<file path="config.mk">
export PLATFORM = sky130hd
export DESIGN_NAME = nprs_cordic_stage
export DESIGN_NICKNAME = d
export VERILOG_FILES = /design/src/hdl/nprs_pkg.sv /design/src/hdl/nprs_cordic_stage.sv
export SDC_FILE = /design/constraint.sdc
export NUM_CORES = 1
export LEC_CHECK = 0
export ABC_AREA = 1
export BUFFER_PORTS_ARGS = -buffer_cell sky130_fd_sc_hd__buf_2
export CORE_AREA = 2 2 192 194
export DETAILED_ROUTE_END_ITERATION = 12
export DIE_AREA = 0 0 194 196
export PLACE_DENSITY_LB_ADDON = 0.05
export SYNTH_ARGS = -nofsm -noshare
export SYNTH_HDL_FRONTEND = slang
export SYNTH_SLANG_ARGS = --single-unit
</file>
<file path="constraint.sdc">
create_clock -name clk -period 3.25 [get_ports clk]
set_clock_uncertainty 0.1 [all_clocks]
set_input_delay 0.975 -clock clk [delete_from_list [all_inputs] [get_ports clk]]
set_output_delay 0.975 -clock clk [all_outputs]
set_load 0.02 [all_outputs]
</file>
<file path="src/hdl/nprs_pkg.sv">
`timescale 1ns / 1ps
// ----------------------------------------------------------------------------
// nprs_pkg
// Shared widths, constants, vector type and the arctangent table for the
// nonlinear phase rotation step pipeline.
// ----------------------------------------------------------------------------
package nprs_pkg;

  // Sample format (signed Q4.12) and step format (unsigned Q4.12)
  localparam int SAMPLE_BITS       = 16;
  localparam int STEP_BITS         = 16;
  localparam int FRAC              = 12;
  localparam int CORDIC_STAGES_DEF = 16;
  localparam int MAX_STAGES        = 32;

  localparam logic [STEP_BITS-1:0] STEP_TIME_RST = 16'd2048;

  // Power chain widths: m = |psi|^2, m12 = m >> 12, m2 = m12^2 >> 12, m3 = m2*m12 >> 12
  localparam int M_W   = 2 * SAMPLE_BITS;
  localparam int M12_W = M_W - FRAC;
  localparam int M2_W  = 2 * M12_W - FRAC;
  localparam int M3_W  = M2_W + M12_W - FRAC;
  localparam int P_W   = M3_W + STEP_BITS;

  // Radians (24 fraction bits) to binary angle (2^32 per turn)
  localparam int ANG_W    = 32;
  localparam int ANG_FRAC = 24;
  localparam int TPR_W    = 30;
  localparam logic [TPR_W-1:0] TURN_PER_RAD = 30'd683565276;
  localparam int PHI_W    = P_W - ANG_W;
  localparam int HIT_W    = ANG_W - (ANG_W - ANG_FRAC);

  // CORDIC datapath
  localparam int GAIN_W = 30;
  localparam logic [GAIN_W-1:0] GAIN_Q30 = 30'd652032875;
  localparam int OUT_SHIFT = 30;
  localparam int XW = SAMPLE_BITS + 32;
  localparam int ZW = ANG_W + 2;
  localparam int RW = XW - OUT_SHIFT;

  localparam logic signed [ZW-1:0] QUARTER_TURN = 34'sd1073741824;
  localparam logic signed [ZW-1:0] HALF_TURN    = 34'sd2147483648;

  // Register stages ahead of the CORDIC rotation
  localparam int FRONT_STAGES = 7;

  typedef struct packed {
    logic signed [XW-1:0] x;
    logic signed [XW-1:0] y;
    logic signed [ZW-1:0] z;
  } nprs_vec_t;

  function automatic int num_stages(input int n);
    num_stages = (n < MAX_STAGES) ? n : MAX_STAGES;
  endfunction

  function automatic int latency(input int n);
    latency = FRONT_STAGES + num_stages(n) + 1;
  endfunction

  function automatic logic [ANG_W-1:0] atan_turn(input logic [4:0] idx);
    logic [ANG_W-1:0] a;
    unique case (idx)
      5'd0:  a = 32'h20000000;
      5'd1:  a = 32'h12E4051E;
      5'd2:  a = 32'h09FB385B;
      5'd3:  a = 32'h051111D4;
      5'd4:  a = 32'h028B0D43;
      5'd5:  a = 32'h0145D7E1;
      5'd6:  a = 32'h00A2F61E;
      5'd7:  a = 32'h00517C55;
      5'd8:  a = 32'h0028BE53;
      5'd9:  a = 32'h00145F2F;
      5'd10: a = 32'h000A2F98;
      5'd11: a = 32'h000517CC;
      5'd12: a = 32'h00028BE6;
      5'd13: a = 32'h000145F3;
      5'd14: a = 32'h0000A2FA;
      5'd15: a = 32'h0000517D;
      5'd16: a = 32'h000028BE;
      5'd17: a = 32'h0000145F;
      5'd18: a = 32'h00000A30;
      5'd19: a = 32'h00000518;
      5'd20: a = 32'h0000028C;
      5'd21: a = 32'h00000146;
      5'd22: a = 32'h000000A3;
      5'd23: a = 32'h00000051;
      5'd24: a = 32'h00000029;
      5'd25: a = 32'h00000014;
      5'd26: a = 32'h0000000A;
      5'd27: a = 32'h00000005;
      5'd28: a = 32'h00000003;
      5'd29: a = 32'h00000001;
      5'd30: a = 32'h00000001;
      5'd31: a = 32'h00000000;
    endcase
    atan_turn = a;
  endfunction

endpackage

</file>
<file path="src/hdl/nprs_cordic_stage.sv">
`timescale 1ns / 1ps
// ----------------------------------------------------------------------------
// nprs_cordic_stage
// One registered CORDIC rotation micro-step with a fixed shift.
// ----------------------------------------------------------------------------
module nprs_cordic_stage #(
  parameter int IDX = 0
) (
  input  logic                clk,
  input  logic                rst_n,
  input  logic                in_valid,
  input  nprs_pkg::nprs_vec_t in_vec,
  output logic                out_valid,
  output nprs_pkg::nprs_vec_t out_vec
);
  import nprs_pkg::*;

  localparam logic [ANG_W-1:0] ATAN = atan_turn(5'(IDX));

  logic                 vld_r;
  nprs_vec_t            vec_r, vec_nxt;
  logic signed [XW-1:0] dx, dy;
  logic signed [ZW-1:0] da;

  assign dx = in_vec.y >>> IDX;
  assign dy = in_vec.x >>> IDX;
  assign da = $signed(ZW'(ATAN));

  // Rotate toward zero residual angle
  always_comb begin
    if (in_vec.z >= 0) begin
      vec_nxt.x = in_vec.x - dx;
      vec_nxt.y = in_vec.y + dy;
      vec_nxt.z = in_vec.z - da;
    end else begin
      vec_nxt.x = in_vec.x + dx;
      vec_nxt.y = in_vec.y - dy;
      vec_nxt.z = in_vec.z + da;
    end
  end

  always_ff @(posedge clk) begin
    if (!rst_n) begin
      vld_r <= 1'b0;
    end else begin
      vld_r <= in_valid;
    end
  end

  always_ff @(posedge clk) begin
    vec_r <= vec_nxt;
  end

  assign out_valid = vld_r;
  assign out_vec   = vec_r;

endmodule

</file>
# Word level (Yosys, flattened, before mapping)

Index checks and enable logic that the tools add are counted.

Bits in registers: 131
Logic and storage cells: 11

Add/sub/neg operators: 5
Magnitude comparators: 1
Muxes and demuxes: 1

Operators by type and width:

| cell                     | number |
|---|---|
| $mux W130                | 1 |
| $sub A48 B48 Y48         | 2 |
| $add A48 B48 Y48         | 1 |
| $add A34 B31 Y34 const B | 1 |
| $ge A34 B1 Y1 const B    | 1 |
| $sub A34 B31 Y34 const B | 1 |

# Depth between registers and ports, before layout

Depth after elaboration: 2
Gate-level depth with buffers: 18
Depth with buffers taken out: 17

# Worst setup path after synthesis

OpenSTA, ideal clock, no wires.

Path type: in2reg
From: input in_vec[33] in the netlist's numbering
To: register vec_r (netlist bit out_vec[33])
Stages: 12
Library setup time: 120 ps
Path slack: 409 ps
Data arrival time: 2621 ps
Data required time: 3030 ps
Path through: inv_1 ha_1 nand3b_1 nor3_1 nand4_1 o21ai_2 buf_2 ha_1 nand2_1 nand2_1 a21oi_1 xnor2_1

RTL lines:

| what                   | line                    | source |
|---|---|---|
| start: declaration     | nprs_cordic_stage.sv:12 | `input nprs_pkg::nprs_vec_t in_vec,` |
| end signal: assignment | nprs_cordic_stage.sv:51 | `vec_r <= vec_nxt;` |
| end: declaration       | nprs_cordic_stage.sv:21 | `nprs_vec_t vec_r, vec_nxt;` |

==> flow_summary.ini <==
[final_layout]
final_cell_mix = 1043 x sky130_fd_sc_hd__nand2_1, 554 x sky130_fd_sc_hd__inv_1, 313 x sky130_fd_sc_hd__buf_4
layout.cells.most_common = sky130_fd_sc_hd__nand2_1
flow.area_growth_from_synthesis_pct = 28.8
antennaDiodeCount = 0
finish.net_count = 3725
post_route_cells_drive_above_1_share_pct = 21.1

[synthesis]
ys_seq_elements = 130
synth_seq_area_share_pct = 16.3
postSynthCellCount = 2889
synth.cell_area_um2 = 16000
synth_warnings = 0
mappedNetlistNets = 3187
syn_area_per_cell_um2 = 5.52
yosys.cell_types.count = 39

[worst_setup_path]
critical_path.startpoint = in_vec[67]
setup.worst_path.class = primary input to register
critPathSlowestCell = sky130_fd_sc_hd__ha_1
cpPeakStageDelay_ns = 0.56
cp.buffers_inverters = 4
cp-start-kind = primary input
critPathMostFrequentCell = sky130_fd_sc_hd__nand2_1
critPathMaxFanout = 8
crit_chain = buf_2, inv_1, ha_1, nand2_2, nor2_2, inv_1, nor2_2, buf_4, nand2_1, nor2_1, nand2_1, nand2_1, nor2_1, nand2_1, nand2_1, nand3_1, nand2_1
critical_path.endpoint_type = register
cp.required_ns = 3.52
arrival_ns = 3.21
cp_top_family = simple AND/OR/NAND/NOR gates

[route]
dr.first_iter.drc_count = 1445
wl_per_cell_um = 17.8
detail-route-antenna-nets = 0
vias_per_cell = 5.11
drt-total-wl_um = 69600
route.vias.total = 20000
drt_first_pass_iters = 7
post-route-drc-count = 0

[floorplan]
initial_core_utilization_pct = 44.2
placeableCoreArea_um2 = 36100
die_area_um2 = 38000
die_h_um = 196
num_rows = 70
io_pins = 264
die_x_um = 194

[grt]
groute.usage.overall_pct = 36.1
grt_first_pass_wirelength_um = 105000
grt_pass1_vias = 19300
number_of_antenna_violations_at_the_first_check_in_global_routing = 1
grt_max_degree = 60
globalRoute.totalOverflow = 0

[pwr]
net-switching-power_mw = 3.45
cell_internal_pwr_mw = 4.25
pwr-share-clk_pct = 26.7
static-leakage-power_nw = 12.4
cellPowerDensity_nw_per_um2 = 375
netSwitchingFraction_pct = 44.8
vdd_ir_drop_max_v = 0.000472
pwr-share-comb_pct = 48.3
proportion_of_power_drawn_by_flip_flops_and_latches_pct = 25.0

[run_status]
status = completed

[cts]
clock_sinks = 130
clk_root_buffer_cell = sky130_fd_sc_hd__clkbuf_16
total_clock_buffers_created_by_cts = 17
clock_path_buffers = 2
number_of_buffers_inserted_by_hold_repair_at_cts = 0
clk_pin_slew_worst_paths_ns = 0.08
cts_repair_resize_count = 0
cts.htree.levels = 4
post_cts_buffers = 0
tritoncts = yes

[timing]
maxClockFrequency_mhz = 340
finalCriticalPeriod_ns = 2.94
setup_viol_count_final = 0
grt_setup_unrepaired = no
fin_worst_hold_slack_ns = 0.516
worst_pin_slew_ns = 0.925
slew_headroom_pct = 38.2
fin_setup_tns_ns = 0
final.setup.worst_slack_ns = 0.308
slew_viol_final = 0
finalHoldViolCount = 0
layout_worst_path_cycle_share_pct = 90.5

[placed_design]
portBuffers = 263
post-place-ws_ns = -0.148
place.detailed.hpwl_um = 60400
routability_driven_placement_congestion_ratio = 1.05

[hold_path]
min_path_type = primary input to register
min-delay-start = in_vec[13]

[job]
cap_viol_max_count = 0
[power by group through the flow]
stage	registers (mW)	logic, mW	clock network, mW
2_1_floorplan	2.26	1.75	0
3_3_place_gp	1.95	3.60	0
3_5_place_dp	1.96	3.64	0
4_1_cts	1.93	3.66	2.09
5_1_grt	1.94	4.03	2.15
6_report	1.93	3.72	2.06
[Yosys cell counts, drive strengths merged]
cell    instances  share of area, %
nand3         244               7.7
fa              4              0.50
nor4            4              0.16
o211ai          3              0.14
or2             5              0.20
dfxtp         130                16
nand2        1064                25
o21bai         26               1.2
xor2           37               2.0
buf            58               2.5
a21oi         115               3.8
inv           577                14
a21boi          1             0.047
and2            4              0.16
nand4          48               1.9
ha            161                13
nand2b          1             0.039
a21o            1             0.047
clkinv          2             0.047
nor2          287               7.7
xnor2           1             0.055
nor3           18              0.82
clkbuf          7              0.16
nand3b          1             0.047
o21ai          90               2.8
[logic make-up (layout without fill, tap and decap cells)]
| family | count (synthesis) | count (layout) | share of synthesized area, % |
|---|---|---|---|
| DFF | 130 | 130 | 16.3 |
| adders and majority gates | 165 | 165 | 13.1 |
| buffers and inverters | 644 | 1195 | 16.3 |
| AOI/OAI and AO/OA | 236 | 236 | 8.10 |
| xor gates and xnor gates | 38 | 38 | 2.09 |
| and+or+nand+nor | 1676 | 1676 | 44.1 |
[stage by stage]
step                      cells  area (um^2)  power (mW)  utilization, %
after global placement     3876        20000        5.55            55.3
after detailed placement   3876        20000        5.60            55.3
final                      3908        20600        7.71            57.0
after CTS                  3908        20600        7.67            57.0
after floorplan            2889        16000        4.01               -
after global routing       3908        20600        8.12            57.0
[state kept, by name, indices dropped and copies added (netlist names)]
register,count
out_valid,1
out_vec,129
[metal layers]
layer / up-vias / track usage, % / part of all wire [%]
li1: 9839 / - / -
met1: 9053 / 44.3 / 41
met2: 901 / 60.9 / 46
met3: 161 / 6.05 / 8.8
met4: 2 / 18.1 / 5.0
met5: - / 0 / 0.019
[area by class of cell]
cell class / count / area (um^2)
clock inverter: 15 / 165
tap: 468 / 586
inverter: 579 / 2170
fill: 3750 / 15500
sequential: 130 / 2600
timing repair buffer: 584 / 3830
multi-input combinational: 2115 / 10800
clock buffer: 17 / 425
[path summary, 6_finish.rpt]
kind                       to  slack, ns  cells after the start
setup / recovery  out_vec[68]       0.31                     17
hold / removal    out_vec[13]       0.52                      1
(Power assumes the default switching activity.)
