`src/hdl/nprs_pkg.sv`:
```
`timescale 1ns / 1ps
// ----------------------------------------------------------------------------
// nprs_pkg
// Shared widths, constants, vector type and the arctangent table for the
// nonlinear phase rotation step pipeline.
// ----------------------------------------------------------------------------
package nprs_pkg;

  // Sample format (signed Q4.12) and step format (unsigned Q4.12)
  localparam int SAMPLE_BITS       = 16;
  localparam int STEP_BITS         = 16;
  localparam int FRAC              = 12;
  localparam int CORDIC_STAGES_DEF = 16;
  localparam int MAX_STAGES        = 32;

  localparam logic [STEP_BITS-1:0] STEP_TIME_RST = 16'd2048;

  // Power chain widths: m = |psi|^2, m12 = m >> 12, m2 = m12^2 >> 12, m3 = m2*m12 >> 12
  localparam int M_W   = 2 * SAMPLE_BITS;
  localparam int M12_W = M_W - FRAC;
  localparam int M2_W  = 2 * M12_W - FRAC;
  localparam int M3_W  = M2_W + M12_W - FRAC;
  localparam int P_W   = M3_W + STEP_BITS;

  // Radians (24 fraction bits) to binary angle (2^32 per turn)
  localparam int ANG_W    = 32;
  localparam int ANG_FRAC = 24;
  localparam int TPR_W    = 30;
  localparam logic [TPR_W-1:0] TURN_PER_RAD = 30'd683565276;
  localparam int PHI_W    = P_W - ANG_W;
  localparam int HIT_W    = ANG_W - (ANG_W - ANG_FRAC);

  // CORDIC datapath
  localparam int GAIN_W = 30;
  localparam logic [GAIN_W-1:0] GAIN_Q30 = 30'd652032875;
  localparam int OUT_SHIFT = 30;
  localparam int XW = SAMPLE_BITS + 32;
  localparam int ZW = ANG_W + 2;
  localparam int RW = XW - OUT_SHIFT;

  localparam logic signed [ZW-1:0] QUARTER_TURN = 34'sd1073741824;
  localparam logic signed [ZW-1:0] HALF_TURN    = 34'sd2147483648;

  // Register stages ahead of the CORDIC rotation
  localparam int FRONT_STAGES = 7;

  typedef struct packed {
    logic signed [XW-1:0] x;
    logic signed [XW-1:0] y;
    logic signed [ZW-1:0] z;
  } nprs_vec_t;

  function automatic int num_stages(input int n);
    num_stages = (n < MAX_STAGES) ? n : MAX_STAGES;
  endfunction

  function automatic int latency(input int n);
    latency = FRONT_STAGES + num_stages(n) + 1;
  endfunction

  function automatic logic [ANG_W-1:0] atan_turn(input logic [4:0] idx);
    logic [ANG_W-1:0] a;
    unique case (idx)
      5'd0:  a = 32'h20000000;
      5'd1:  a = 32'h12E4051E;
      5'd2:  a = 32'h09FB385B;
      5'd3:  a = 32'h051111D4;
      5'd4:  a = 32'h028B0D43;
      5'd5:  a = 32'h0145D7E1;
      5'd6:  a = 32'h00A2F61E;
      5'd7:  a = 32'h00517C55;
      5'd8:  a = 32'h0028BE53;
      5'd9:  a = 32'h00145F2F;
      5'd10: a = 32'h000A2F98;
      5'd11: a = 32'h000517CC;
      5'd12: a = 32'h00028BE6;
      5'd13: a = 32'h000145F3;
      5'd14: a = 32'h0000A2FA;
      5'd15: a = 32'h0000517D;
      5'd16: a = 32'h000028BE;
      5'd17: a = 32'h0000145F;
      5'd18: a = 32'h00000A30;
      5'd19: a = 32'h00000518;
      5'd20: a = 32'h0000028C;
      5'd21: a = 32'h00000146;
      5'd22: a = 32'h000000A3;
      5'd23: a = 32'h00000051;
      5'd24: a = 32'h00000029;
      5'd25: a = 32'h00000014;
      5'd26: a = 32'h0000000A;
      5'd27: a = 32'h00000005;
      5'd28: a = 32'h00000003;
      5'd29: a = 32'h00000001;
      5'd30: a = 32'h00000001;
      5'd31: a = 32'h00000000;
    endcase
    atan_turn = a;
  endfunction

endpackage

```
`src/hdl/nprs_out.sv`:
```
`timescale 1ns / 1ps
// ----------------------------------------------------------------------------
// nprs_out
// Round the rotated vector to Q4.12 and saturate, with a clip flag.
// ----------------------------------------------------------------------------
module nprs_out (
  input  logic                                   clk,
  input  logic                                   rst_n,
  input  logic                                   in_valid,
  input  nprs_pkg::nprs_vec_t                    in_vec,
  output logic                                   out_valid,
  output logic signed [nprs_pkg::SAMPLE_BITS-1:0] out_re,
  output logic signed [nprs_pkg::SAMPLE_BITS-1:0] out_im,
  output logic                                   out_sat
);
  import nprs_pkg::*;

  localparam logic signed [XW-1:0] HALF_LSB = XW'(1) <<< (OUT_SHIFT - 1);
  localparam logic signed [RW-1:0] MAX_R    = RW'((1 << (SAMPLE_BITS - 1)) - 1);
  localparam logic signed [RW-1:0] MIN_R    = -MAX_R - RW'(1);

  logic                          vld_r;
  logic signed [XW-1:0]          xb, yb;
  logic signed [RW-1:0]          xr, yr;
  logic signed [SAMPLE_BITS-1:0] re_r, im_r, re_nxt, im_nxt;
  logic                          sat_r, sat_nxt, clip_x, clip_y;

  assign xb = in_vec.x + HALF_LSB;
  assign yb = in_vec.y + HALF_LSB;
  assign xr = xb[XW-1:OUT_SHIFT];
  assign yr = yb[XW-1:OUT_SHIFT];

  always_comb begin
    clip_x = 1'b1;
    priority if (xr > MAX_R) begin
      re_nxt = MAX_R[SAMPLE_BITS-1:0];
    end else if (xr < MIN_R) begin
      re_nxt = MIN_R[SAMPLE_BITS-1:0];
    end else begin
      re_nxt = xr[SAMPLE_BITS-1:0];
      clip_x = 1'b0;
    end
  end

  always_comb begin
    clip_y = 1'b1;
    priority if (yr > MAX_R) begin
      im_nxt = MAX_R[SAMPLE_BITS-1:0];
    end else if (yr < MIN_R) begin
      im_nxt = MIN_R[SAMPLE_BITS-1:0];
    end else begin
      im_nxt = yr[SAMPLE_BITS-1:0];
      clip_y = 1'b0;
    end
  end

  // Hold the flag low between results
  assign sat_nxt = in_valid & (clip_x | clip_y);

  always_ff @(posedge clk) begin
    if (!rst_n) begin
      vld_r <= 1'b0;
      sat_r <= 1'b0;
    end else begin
      vld_r <= in_valid;
      sat_r <= sat_nxt;
    end
  end

  always_ff @(posedge clk) begin
    re_r <= re_nxt;
    im_r <= im_nxt;
  end

  assign out_valid = vld_r;
  assign out_re    = re_r;
  assign out_im    = im_r;
  assign out_sat   = sat_r;

endmodule

```
`config.mk`:
```
export PLATFORM = sky130hd
export DESIGN_NAME = nprs_out
export DESIGN_NICKNAME = d
export VERILOG_FILES = /design/src/hdl/nprs_pkg.sv /design/src/hdl/nprs_out.sv
export SDC_FILE = /design/constraint.sdc
export NUM_CORES = 1
export LEC_CHECK = 0
export ABC_AREA = 1
export BUFFER_PORTS_ARGS = -buffer_cell sky130_fd_sc_hd__buf_2
export CORE_ASPECT_RATIO = 0.8
export CORE_MARGIN = 4
export CORE_UTILIZATION = 30
export DETAILED_ROUTE_END_ITERATION = 8
export GPL_ROUTABILITY_DRIVEN = 0
export RECOVER_POWER = 25
export SYNTH_ARGS = -nofsm -noshare
export SYNTH_HDL_FRONTEND = slang
export SYNTH_SLANG_ARGS = --single-unit
```
`constraint.sdc`:
```
create_clock -name clk -period 1.9 [get_ports clk]
set_input_delay 0.475 -clock clk [delete_from_list [all_inputs] [get_ports clk]]
set_output_delay 0.475 -clock clk [all_outputs]
set_load 0.01 [all_outputs]
```
* After elaboration in Yosys (flattened, before gate mapping)
Index checks and enable logic that the tools add are counted.
Storage, ports and cells: flip-flop bits (word level) 34, output and inout bits 34
Operators by class: add/subtract/negate cells 2, mux-type cells 6, order comparisons 4, bitwise gates (word level) 2
Operators with widths (count):
- adder 48 x 31 -> 48 bit (second input constant) | 2
- > comparator 18 x 16 -> 1 bit (second input constant) | 2
- < comparator 18 x 16 -> 1 bit (second input constant) | 2
- 2-to-1 mux 16 bit | 2
- 2-to-1 mux 1 bit | 4
- bitwise AND 1 bit | 1
- bitwise OR 1 bit | 1

* Depth between registers and ports, before layout
Gate-level depths: netlist (run 1).
word-level depth 6, gate-level depth with buffers 13

* Worst setup path after synthesis (run 1)
OpenSTA, ideal clock, no wires.
path type input -> register, start input in_vec[63] in the netlist's numbering, end register im_r[10], in the netlist out_im[10], data arrival time 1652 ps, path slack 128 ps, setup time 120 ps, buffers on the path 1, cell stages on the path 9, path through ha_1 nand2_2 nor2_4 nand2_2 o21ai_2 nand2_2 o21ai_4 buf_6 o21ai_2
Between the ends: cells in the longest elaborated chain, start to end 3, elaborated cells on any way between the ends 4, classes of those cells add/sub: 1; order compare: 2; mux: 1
Ends and longest elaborated chain:
- start: declaration | line nprs_out.sv:10 | input nprs_pkg::nprs_vec_t in_vec,
- adder 48 x 31 -> 48 bit * | line nprs_out.sv:29 | assign yb = in_vec.y + HALF_LSB;
- < comparator 18 x 16 -> 1 bit | line nprs_out.sv:49 | end else if (yr < MIN_R) begin
- 2-to-1 mux 16 bit | line nprs_out.sv:49
- end signal: assignment | line nprs_out.sv:72 | im_r <= im_nxt;
- end: declaration | line nprs_out.sv:25 | logic signed [SAMPLE_BITS-1:0] re_r, im_r, re_nxt, im_nxt;
Every way passes the cells marked *; elsewhere a longest branch is shown, timed or not. A chain may end at the register's enable or synchronous reset.

* Worst setup path after layout (run 1)
start input in_vec[111] in the netlist's numbering, end register re_r[3], in the netlist out_re[3]
Between the ends: cells in the longest elaborated chain, start to end 3, elaborated cells on any way between the ends 4, classes of those cells add/sub: 1; order compare: 2; mux: 1
Ends and longest elaborated chain:
- adder 48 x 31 -> 48 bit * | line nprs_out.sv:28 | assign xb = in_vec.x + HALF_LSB;
- < comparator 18 x 16 -> 1 bit | line nprs_out.sv:37 | end else if (xr < MIN_R) begin
- 2-to-1 mux 16 bit | line nprs_out.sv:37
- end signal: assignment | line nprs_out.sv:71 | re_r <= re_nxt;
- end: declaration | line nprs_out.sv:25
Marks and branches as above.

==> results of run 1 <==
power by group through the flow:
stage / combinational [mW] / clock, mW / sequential [mW]
2_1_floorplan: 0.189 / 0 / 0.842
3_3_place_gp: 0.413 / 0 / 0.806
3_5_place_dp: 0.417 / 0 / 0.809
4_1_cts: 0.419 / 0.824 / 0.794
5_1_grt: 0.451 / 0.864 / 0.799
6_report: 0.404 / 0.794 / 0.794
metrics by stage:
step / setup TNS [ns] / power, mW / area, µm² / hold slack [ns] / cells
3_5_place_dp: -0.678 / 1.23 / 2650 / 0.687 / 443
5_1_grt: 0 / 2.11 / 2760 / 0.385 / 451
3_3_place_gp: -0.316 / 1.22 / 2650 / 0.679 / 443
4_1_cts: 0 / 2.04 / 2790 / 0.384 / 451
6_report: 0 / 1.99 / 2760 / 0.391 / 451
2_1_floorplan: 0 / 1.03 / 2020 / 0.587 / 265
worst max-delay path, stage by stage:
cell and delay, ns:
buf_2 0.09, ha_1 0.16, buf_4 0.13, nand2_2 0.06, nor2b_1 0.30, nand3_1 0.13
nand2_2 0.11, nand2_2 0.07, inv_2 0.15, buf_4 0.15, o21ai_2 0.04
cells by family (layout without fill, tap and decap cells):
| family | count (synthesis) | in the layout |
|---|---|---|
| simple gates | 146 | 146 |
| compound gates | 32 | 32 |
| flops | 34 | 34 |
| buf+inv | 27 | 129 |
| xor+xnor | 24 | 24 |
| fa+ha+maj | 2 | 2 |
per-layer routing:
metal	vias to the layer above	track usage, %
met4	0	5.05
met5	-	0
met2	46	20.4
met3	5	3.43
li1	1029	-
met1	861	18.6
flip-flops by register name, indices dropped and copies added, names as in the netlist:
name and flops:
out_im 16, out_re 16, out_sat 1, out_valid 1
final cells by class:
| type | instances | area [µm²] | share of cell area [%] |
|---|---|---|---|
| Timing Repair Buffer | 98 | 557 | 20.2 |
| Inverter | 23 | 88.8 | 3.22 |
| Clock buffer | 5 | 68.8 | 2.49 |
| Multi-Input combinational cell | 204 | 1190 | 43.1 |
| Clock inverter | 3 | 68.8 | 2.49 |
| Tap cell | 84 | 105 | 3.81 |
| Sequential cell | 34 | 681 | 24.7 |
cell usage after synthesis, drive strengths merged:
cell type,instances,area [µm²]
nor2b,1,13.8
nor3,3,15.0
buf,4,53.8
xor2,16,140
and2,1,6.26
ha,2,25.0
o21bai,1,11.3
inv,22,85.1
o22ai,1,6.26
nand3,14,92.6
o21ai,30,240
clkinv,1,3.75
xnor2,8,70.1
nand2,90,385
or2,2,12.5
dfxtp,34,681
nor2,35,179
final timing paths:
path                        start                   end  slack, ns  depth (start not counted)
worst max-delay path  in_vec[111]  out_re[3]$_SDFF_PN1_       0.19                         11
worst min-delay path     in_valid  out_valid$_SDFF_PN0_       0.39                          3
==> flow_metrics.env, run 1 <==
export IMPL_grt_pass1_vias=1868
export IMPL_cts_sinks=34
export IMPL_hold_violations=0
export IMPL_drive_gt1_share_pct=40.6
export IMPL_power_frac_comb_pct=20.3
export IMPL_cts_root_buf="clkbuf_8"
export IMPL_die_area_mm2=0.00812
export IMPL_die_width_um=99.8
export IMPL_synth_nets=400
export IMPL_dr_pass1_iters=4
export IMPL_dp_hpwl_mm=4.47
export IMPL_slew_headroom_pct=77.2
export IMPL_start_kind="input port"
export IMPL_nets=501
export IMPL_synth_top_family_by_area="simple AND/OR/NAND/NOR gates"
export IMPL_p_int_mw=1.47
export IMPL_finalMaxSlewViolations=0
export IMPL_clock_path_buffers=2
export IMPL_drt_wl_total_mm=5.12
export IMPL_netlist_area_mm2=0.00202
export IMPL_core_area_mm2=0.00647
export IMPL_pwr_share_clk_pct=39.9
export IMPL_diodes=0
export IMPL_criticalPathCategory="in -> reg"
export IMPL_drcViolationCount=0
export IMPL_p_switching_mw=0.518
export IMPL_drt_iter0_markers=62
export IMPL_ios=167
export IMPL_hp_class="in -> reg"
export IMPL_die_h_um=81.4
export IMPL_dp_slack_ns=-0.0697
export IMPL_clkTransAtPathRegs_ns=0.07
export IMPL_grt_usage_pct=13.5
export IMPL_endpoint_kind="register"
export IMPL_maxCapViolCount=0
export IMPL_synth_distinct_cells=28
export IMPL_viasPerCell=4.30
export IMPL_fin_util_pct=42.6
export IMPL_route_met2_wl_mm=2.22
export IMPL_grt_max_degree=16
export IMPL_rsz0062_at_grt="no"
export IMPL_layout_commonest_cell="nand2_1"
export IMPL_power_switching_share_pct=26.0
export IMPL_portBuffers=74
export IMPL_worstMarginPinSlew_ns=0.341
export IMPL_synth_compound_area_share_pct=12.8
export IMPL_setup_viol=0
export IMPL_top_layer="met4"
export IMPL_cts_tree="built"
export IMPL_cts_setup_buffers=0
export IMPL_mostFrequentLayoutCells="nand2_1 (75), buf_2 (59), dfxtp_1 (34), nor2_1 (24), buf_4 (22)"
export IMPL_htreeDepth=2
export IMPL_cts_buffers=5
export IMPL_cp_data_required_time_ns=2.07
export IMPL_met1_length_mm=2.56
export IMPL_setup_slack_ns=0.193
export IMPL_status="complete, no violations"
export IMPL_grt_pass1_wl_mm=8.61
export IMPL_nFillCells=701
export IMPL_area_delta_synth_final_pct=36.5
export IMPL_synthAdderAreaFrac_pct=1.24
export IMPL_seq_area_frac_synth_pct=33.7
export IMPL_yosysWarningCount=0
export IMPL_synth_simple_area_share_pct=34.9
export IMPL_power_density_mw_per_mm2=722
export IMPL_ant_nets=0
export IMPL_wl_per_cell_um=11.3
export IMPL_avgSynthCellArea_um2=7.63
export IMPL_yosys_area_share_xor_xnor_pct=10.4
export IMPL_min_period_ns=1.71
export IMPL_arrival_ns=1.88
export IMPL_synthMuxAreaShare_pct=0
export IMPL_start_util_pct=31.2
export IMPL_timing_fmax_mhz=586
export IMPL_ir_drop_v=0.000390
export IMPL_placementRows=26
export IMPL_synth_seq_cells=34
export IMPL_path_max_fanout=7
export IMPL_vias=1941
export IMPL_finalCritPeriodShare_pct=89.8
export IMPL_cts_resized=0
export IMPL_overflow=0
export IMPL_p_leak_nw=1.26
export IMPL_ctsHoldBuffers=0
export IMPL_wl_met3_um=270
export IMPL_antenna_found_initial=0
export IMPL_synthCells=265
export IMPL_seqPwrFrac_pct=39.8
No activity file was read; power rests on OpenSTA's default activity.
==> run 2: changes to the inputs <==
ABC_AREA = unset   (was 1)
PLACE_DENSITY = 0.77   (was unset)
==> run 2 against run 1 <==
  * Final cell count is 8.4% lower
  * Critical path depth shrank 1
  * Wire length is 5.8% higher
  * Non-clock buffer count increased by 41
  * Clock-buffer cell count is the same
  * Sequential cell count stayed put
  * Sequential power hardly changed
  * Core utilization increased by 11 points
  * Global-route usage is 1.3 points higher
  * Sequential share of layout area fell by 1.5 points
  * Worst hold slack better by 0.041 ns
  * First-iteration DRC count rose by 42%
==> flow_metrics.env, run 2 <==
export IMPL_fin_util_pct=53.8
export IMPL_placementRows=24
export IMPL_die_width_um=92.1
export IMPL_p_switching_mw=0.488
export IMPL_clkTransAtPathRegs_ns=0.07
export IMPL_setup_tns_ns=0
export IMPL_wl_per_cell_um=13.1
export IMPL_yosysMostFrequentCell="dfxtp_1"
export IMPL_core_area_mm2=0.00547
export IMPL_avgSynthCellArea_um2=8.78
export IMPL_hold_violations=0
export IMPL_ir_drop_v=0.000310
export IMPL_portBuffers=74
export IMPL_finalMaxSlewViolations=0
export IMPL_seqPwrFrac_pct=45.8
export IMPL_finalCritPeriodShare_pct=99.4
export IMPL_synth_top_cells_by_count="dfxtp_1 (34), o21ai_0 (19), xnor2_1 (18), nand3_1 (16)"
export IMPL_mostFrequentLayoutCells="buf_4 (63), buf_2 (52), dfxtp_1 (34), o21ai_1 (19), xnor2_1 (17)"
export IMPL_path_max_fanout=5
export IMPL_hp_class="in -> reg"
export IMPL_synthCells=193
export IMPL_ys_async_sr_fraction_pct=0
export IMPL_overflow=0
export IMPL_cts_root_buf="clkbuf_8"
export IMPL_dp_hpwl_mm=4.12
export IMPL_netlist_area_mm2=0.00170
export IMPL_grt_usage_pct=14.8
export IMPL_endpoint_kind="register"
export IMPL_pwr_share_clk_pct=28.2
export IMPL_synth_edf_count=0
export IMPL_power_switching_share_pct=28.2
export IMPL_maxCapViolCount=0
export IMPL_cp_data_required_time_ns=2.11
export IMPL_cp_top_family="simple AND/OR/NAND/NOR gates"
export IMPL_htreeDepth=2
export IMPL_ios=167
export IMPL_synth_nets=328
export IMPL_synthDominantCellAreaShare_pct=40.1
export IMPL_worstMarginPinSlew_ns=0.318
export IMPL_slowest_stage="or3_4"
export IMPL_crit_chain="buf_4 > ha_4 > nand4_4 > buf_6 > nor2_4 > nand3_2 > xnor2_2 > or3_4 > buf_4 > a41oi_2"
export IMPL_slowest_delay_ns=0.39
export IMPL_slew_headroom_pct=78.7
export IMPL_ant_nets=0
export IMPL_cts_sinks=34
export IMPL_min_period_ns=1.89
export IMPL_cts_tree="built"
export IMPL_layout_commonest_cell="buf_4"
export IMPL_status="complete, no violations"
export IMPL_vias=1893
export IMPL_synth_distinct_cells=36
export IMPL_yosys_area_top_type="dfxtp_1"
export IMPL_p_int_mw=1.24
export IMPL_grt_max_degree=16
export IMPL_timing_fmax_mhz=530
export IMPL_critPathBufInv=3
export IMPL_synth_area_leaders="dfxtp_1 (40%), xnor2_1 (9.3%), xor2_1 (6.7%)"
export IMPL_antenna_found_initial=0
export IMPL_arrival_ns=2.10
export IMPL_drt_iter0_markers=88
export IMPL_viasPerCell=4.58
export IMPL_yosysWarningCount=0
export IMPL_seq_area_frac_synth_pct=40.1
export IMPL_drt_wl_total_mm=5.41
export IMPL_drcViolationCount=0
export IMPL_synth_top_flop_cell="dfxtp_1"
export IMPL_synth_seq_cells=34
export IMPL_dr_pass1_iters=4
export IMPL_power_frac_comb_pct=26.0
export IMPL_die_h_um=75.2
export IMPL_diodes=0
export IMPL_clock_path_buffers=2
export IMPL_grt_pass1_vias=1860
export IMPL_ctsHoldBuffers=0
export IMPL_p_leak_nw=1.27
export IMPL_area_delta_synth_final_pct=73.4
export IMPL_start_util_pct=31.0
export IMPL_drive_gt1_share_pct=48.4
export IMPL_nFillCells=529
export IMPL_rsz0062_at_grt="yes"
export IMPL_nets=470
export IMPL_setup_viol=0
export IMPL_power_density_mw_per_mm2=589
export IMPL_start_kind="input port"
export IMPL_cp_common_cell="buf_4"
export IMPL_grt_pass1_wl_mm=8.22
export IMPL_die_area_mm2=0.00693
export IMPL_criticalPathCategory="in -> reg"
export IMPL_cts_buffers=5
run 2: kinds of logic after synthesis:
group	after synthesis	share of synthesized area, %
AND/OR/NAND/NOR	76	26.1
AO/OA/AOI/OAI	36	12.1
flip-flops	34	40.1
XOR/XNOR	31	16.0
buffers and inverters	13	3.54
adder cells (fa/ha/maj)	2	1.48
multiplexers	1	0.590
run 2: layer usage:
metal	GRT usage (%)	part of all wire, %
met4	7.41	2.5
met3	3.60	6.2
met1	17.1	41
met2	26.2	51
met5	0	0
run 2: cell type report:
| class | instances | area (µm²) | area share (%) |
|---|---|---|---|
| Clock buffer | 5 | 68.8 | 2.34 |
| Tap cell | 78 | 97.6 | 3.32 |
| Clock inverter | 2 | 10.0 | 0.340 |
| Multi-Input combinational cell | 147 | 1130 | 38.5 |
| Timing Repair Buffer | 139 | 922 | 31.4 |
| Inverter | 8 | 30.0 | 1.02 |
| Sequential cell | 34 | 681 | 23.1 |
run 2: through the flow:
stage               instances  worst slack [ns]  area [µm²]  power (mW)  hold slack (ns)
floorplan                 193           -0.0665        1780       0.979            0.574
global placement          401            -0.301        2660        1.21            0.703
detailed placement        401            -0.363        2660        1.22            0.711
CTS                       409          0.000953        2780        1.72            0.413
global route              413           -0.0535        2940        1.81            0.449
finish                    413            0.0123        2940        1.73            0.432
run 2: power by group through the flow:
stage                     combinational [mW]  sequential (mW)  clock [mW]
after floorplan                        0.133            0.846           0
after global placement                 0.399            0.807           0
after detailed placement               0.409            0.807           0
after CTS                              0.423            0.792       0.502
after global routing                   0.489            0.800       0.526
final                                  0.450            0.793       0.489
run 2: timing repair:
item / 4_1_cts / 5_1_grt
setup endpoints to repair: 7 / 31
gates cloned: 1 / 0
pin swaps: 1 / 12
buffers inserted: 0 / 4
gates resized for setup: 10 / 34
run 2: worst paths after layout:
check                       start              endpoint  slack, ns  cells past startpoint
worst max-delay path  in_vec[112]    out_sat$_SDFF_PN0_       0.01                     10
worst min-delay path     in_valid  out_valid$_SDFF_PN0_       0.43                      3
==> run 3: changes to the inputs <==
clock period = 2.09 ns   (was 1.9 ns; I/O delays follow)
==> run 3 against run 2 <==
  * Via count fell by 0.42%
  * Worst hold slack improved by 0.031 ns
  * Wire length fell by 1.5%
  * First-iteration DRC count fell by 19%
  * Die area did not move
  * Sequential share of layout area rose by 1.1 points
  * Critical path type unchanged
  * Critical endpoint is now out_re[11]$_SDFF_PN1_
==> flow_metrics.env, run 3 (same netlist as run 2, synthesis figures left out) <==
export IMPL_setup_viol=0
export IMPL_cts_tree="built"
export IMPL_holdPathEnd="out_valid$_SDFF_PN0_"
export IMPL_grt_usage_pct=13.4
export IMPL_slowest_delay_ns=0.38
export IMPL_overflow=0
export IMPL_hp_class="in -> reg"
export IMPL_startpoint="in_vec[112]"
export IMPL_die_area_mm2=0.00693
export IMPL_wl_met3_um=388
export IMPL_placementRows=24
export IMPL_diodes=0
export IMPL_ir_drop_v=0.000241
export IMPL_nets=460
export IMPL_hold_violations=0
export IMPL_met1_length_mm=2.20
export IMPL_cts_sinks=34
export IMPL_slew_headroom_pct=70.2
export IMPL_dpl_cell_area_mm2=0.00260
export IMPL_ant_nets=0
export IMPL_drcViolationCount=0
export IMPL_min_period_ns=2.07
export IMPL_vias=1885
export IMPL_antenna_found_initial=0
export IMPL_core_area_mm2=0.00547
export IMPL_wl_per_cell_um=13.2
export IMPL_power_density_mw_per_mm2=569
export IMPL_drt_iter0_markers=71
export IMPL_drt_wl_total_mm=5.33
export IMPL_slowest_stage="a311oi_4"
export IMPL_portBuffers=74
export IMPL_multi_input_area_mm2=0.00111
export IMPL_dr_pass1_iters=4
export IMPL_grt_pass1_vias=1715
export IMPL_finalMaxSlewViolations=0
export IMPL_fin_area_mm2=0.00281
export IMPL_area_delta_synth_final_pct=65.6
export IMPL_nFillCells=535
export IMPL_p_leak_nw=1.22
export IMPL_setup_slack_ns=0.0172
export IMPL_dp_hpwl_mm=4.03
export IMPL_layout_commonest_cell="buf_2"
export IMPL_maxCapViolCount=0
export IMPL_final_seq_area_um2=681
export IMPL_dp_slack_ns=-0.307
export IMPL_p_total_mw=1.60
export IMPL_hp_start="in_valid"
export IMPL_start_util_pct=31.0
export IMPL_die_h_um=75.2
export IMPL_status="complete, no violations"
export IMPL_cts_buffers=5
export IMPL_die_width_um=92.1
export IMPL_viasPerCell=4.67
export IMPL_htreeDepth=2
export IMPL_start_kind="input port"
export IMPL_path_max_fanout=7
export IMPL_clock_path_buffers=2
export IMPL_drive_gt1_share_pct=46.9
export IMPL_top_layer="met4"
export IMPL_criticalPathCategory="in -> reg"
export IMPL_cts_root_buf="clkbuf_8"
export IMPL_mostFrequentLayoutCells="buf_2 (61), buf_4 (54), dfxtp_1 (34), xnor2_1 (18), nand3_1 (16)"
export IMPL_rsz0062_at_grt="yes"
export IMPL_finalCritPeriodShare_pct=99.2
export IMPL_crit_chain="buf_8 > ha_4 > nand4_4 > nor4_4 > xor2_1 > buf_4 > a311oi_4 > o211a_4 > o21ai_4"
export IMPL_cp_data_required_time_ns=2.25
export IMPL_ios=167
export IMPL_route_met2_wl_mm=2.69
export IMPL_setup_tns_ns=0
export IMPL_hold_depth=3
export IMPL_clkTransAtPathRegs_ns=0.07
export IMPL_grt_max_degree=16
export IMPL_grt_pass1_wl_mm=7.44
export IMPL_timing_fmax_mhz=482
export IMPL_worstMarginPinSlew_ns=0.443
export IMPL_endpoint_kind="register"
export IMPL_arrival_ns=2.23
## run 3: cell count changes in the layout (fill, tap and decap cells not counted), sizes merged
cell,previous run,this run
buf,126,118
clkinv,2,1
## run 3: layer usage
layer  vias to the layer above  track usage (%)
met5                         -                0
met4                         0             3.79
met3                         5             3.30
met2                        69             24.2
met1                       861             16.1
li1                        950                -
## run 3: report_power, final
group | total, mW | leakage (nW) | switching [mW] | internal, mW
Sequential | 0.720 | 0.286 | 0.0128 | 0.707
Combinational | 0.392 | 0.890 | 0.204 | 0.188
Clock | 0.486 | 0.0482 | 0.221 | 0.266
## run 3: repair_timing
item	CTS	global route
cloned	0	1
hold buffers	0	0
gates resized for setup	1	30
buffers inserted	1	0
pin swaps	1	16
setup endpoints to repair	9	16
## run 3: final cells by class
class,instances,share of cell area (%)
multi-input combinational,147,39.4
timing repair buffer,129,28.6
sequential,34,24.2
tap,78,3.48
clock buffer,7,3.07
inverter,8,1.07
clock inverter,1,0.178
## run 3: worst max-delay path by stage
stage | slack (ns) | end | cells after the start
after detailed placement | -0.31 | out_re[8]$_SDFF_PN1_ | 10
final | 0.02 | out_re[11]$_SDFF_PN1_ | 9
after global routing | -0.05 | out_sat$_SDFF_PN0_ | 10
after global placement | -0.25 | out_re[2]$_SDFF_PN1_ | 10
after CTS | 0.03 | out_re[8]$_SDFF_PN1_ | 10
after floorplan | 0.005 | out_re[6]$_SDFF_PN1_ | 8
## run 3: per-stage QoR
stage               hold slack, ns  std cells  util [%]
finish                       0.463        404      51.4
global route                 0.477        404      51.4
CTS                          0.466        404      49.5
detailed placement           0.762        395      47.6
global placement             0.756        395      47.6
floorplan                    0.621        193         -
## run 3: worst max-delay path: cells and delay by family
family | cells | cell delay (ns)
fa+ha+maj | 1 | 0.14
buf+inv | 2 | 0.25
simple gates | 2 | 0.39
compound gates | 3 | 0.78
xor+xnor | 1 | 0.15
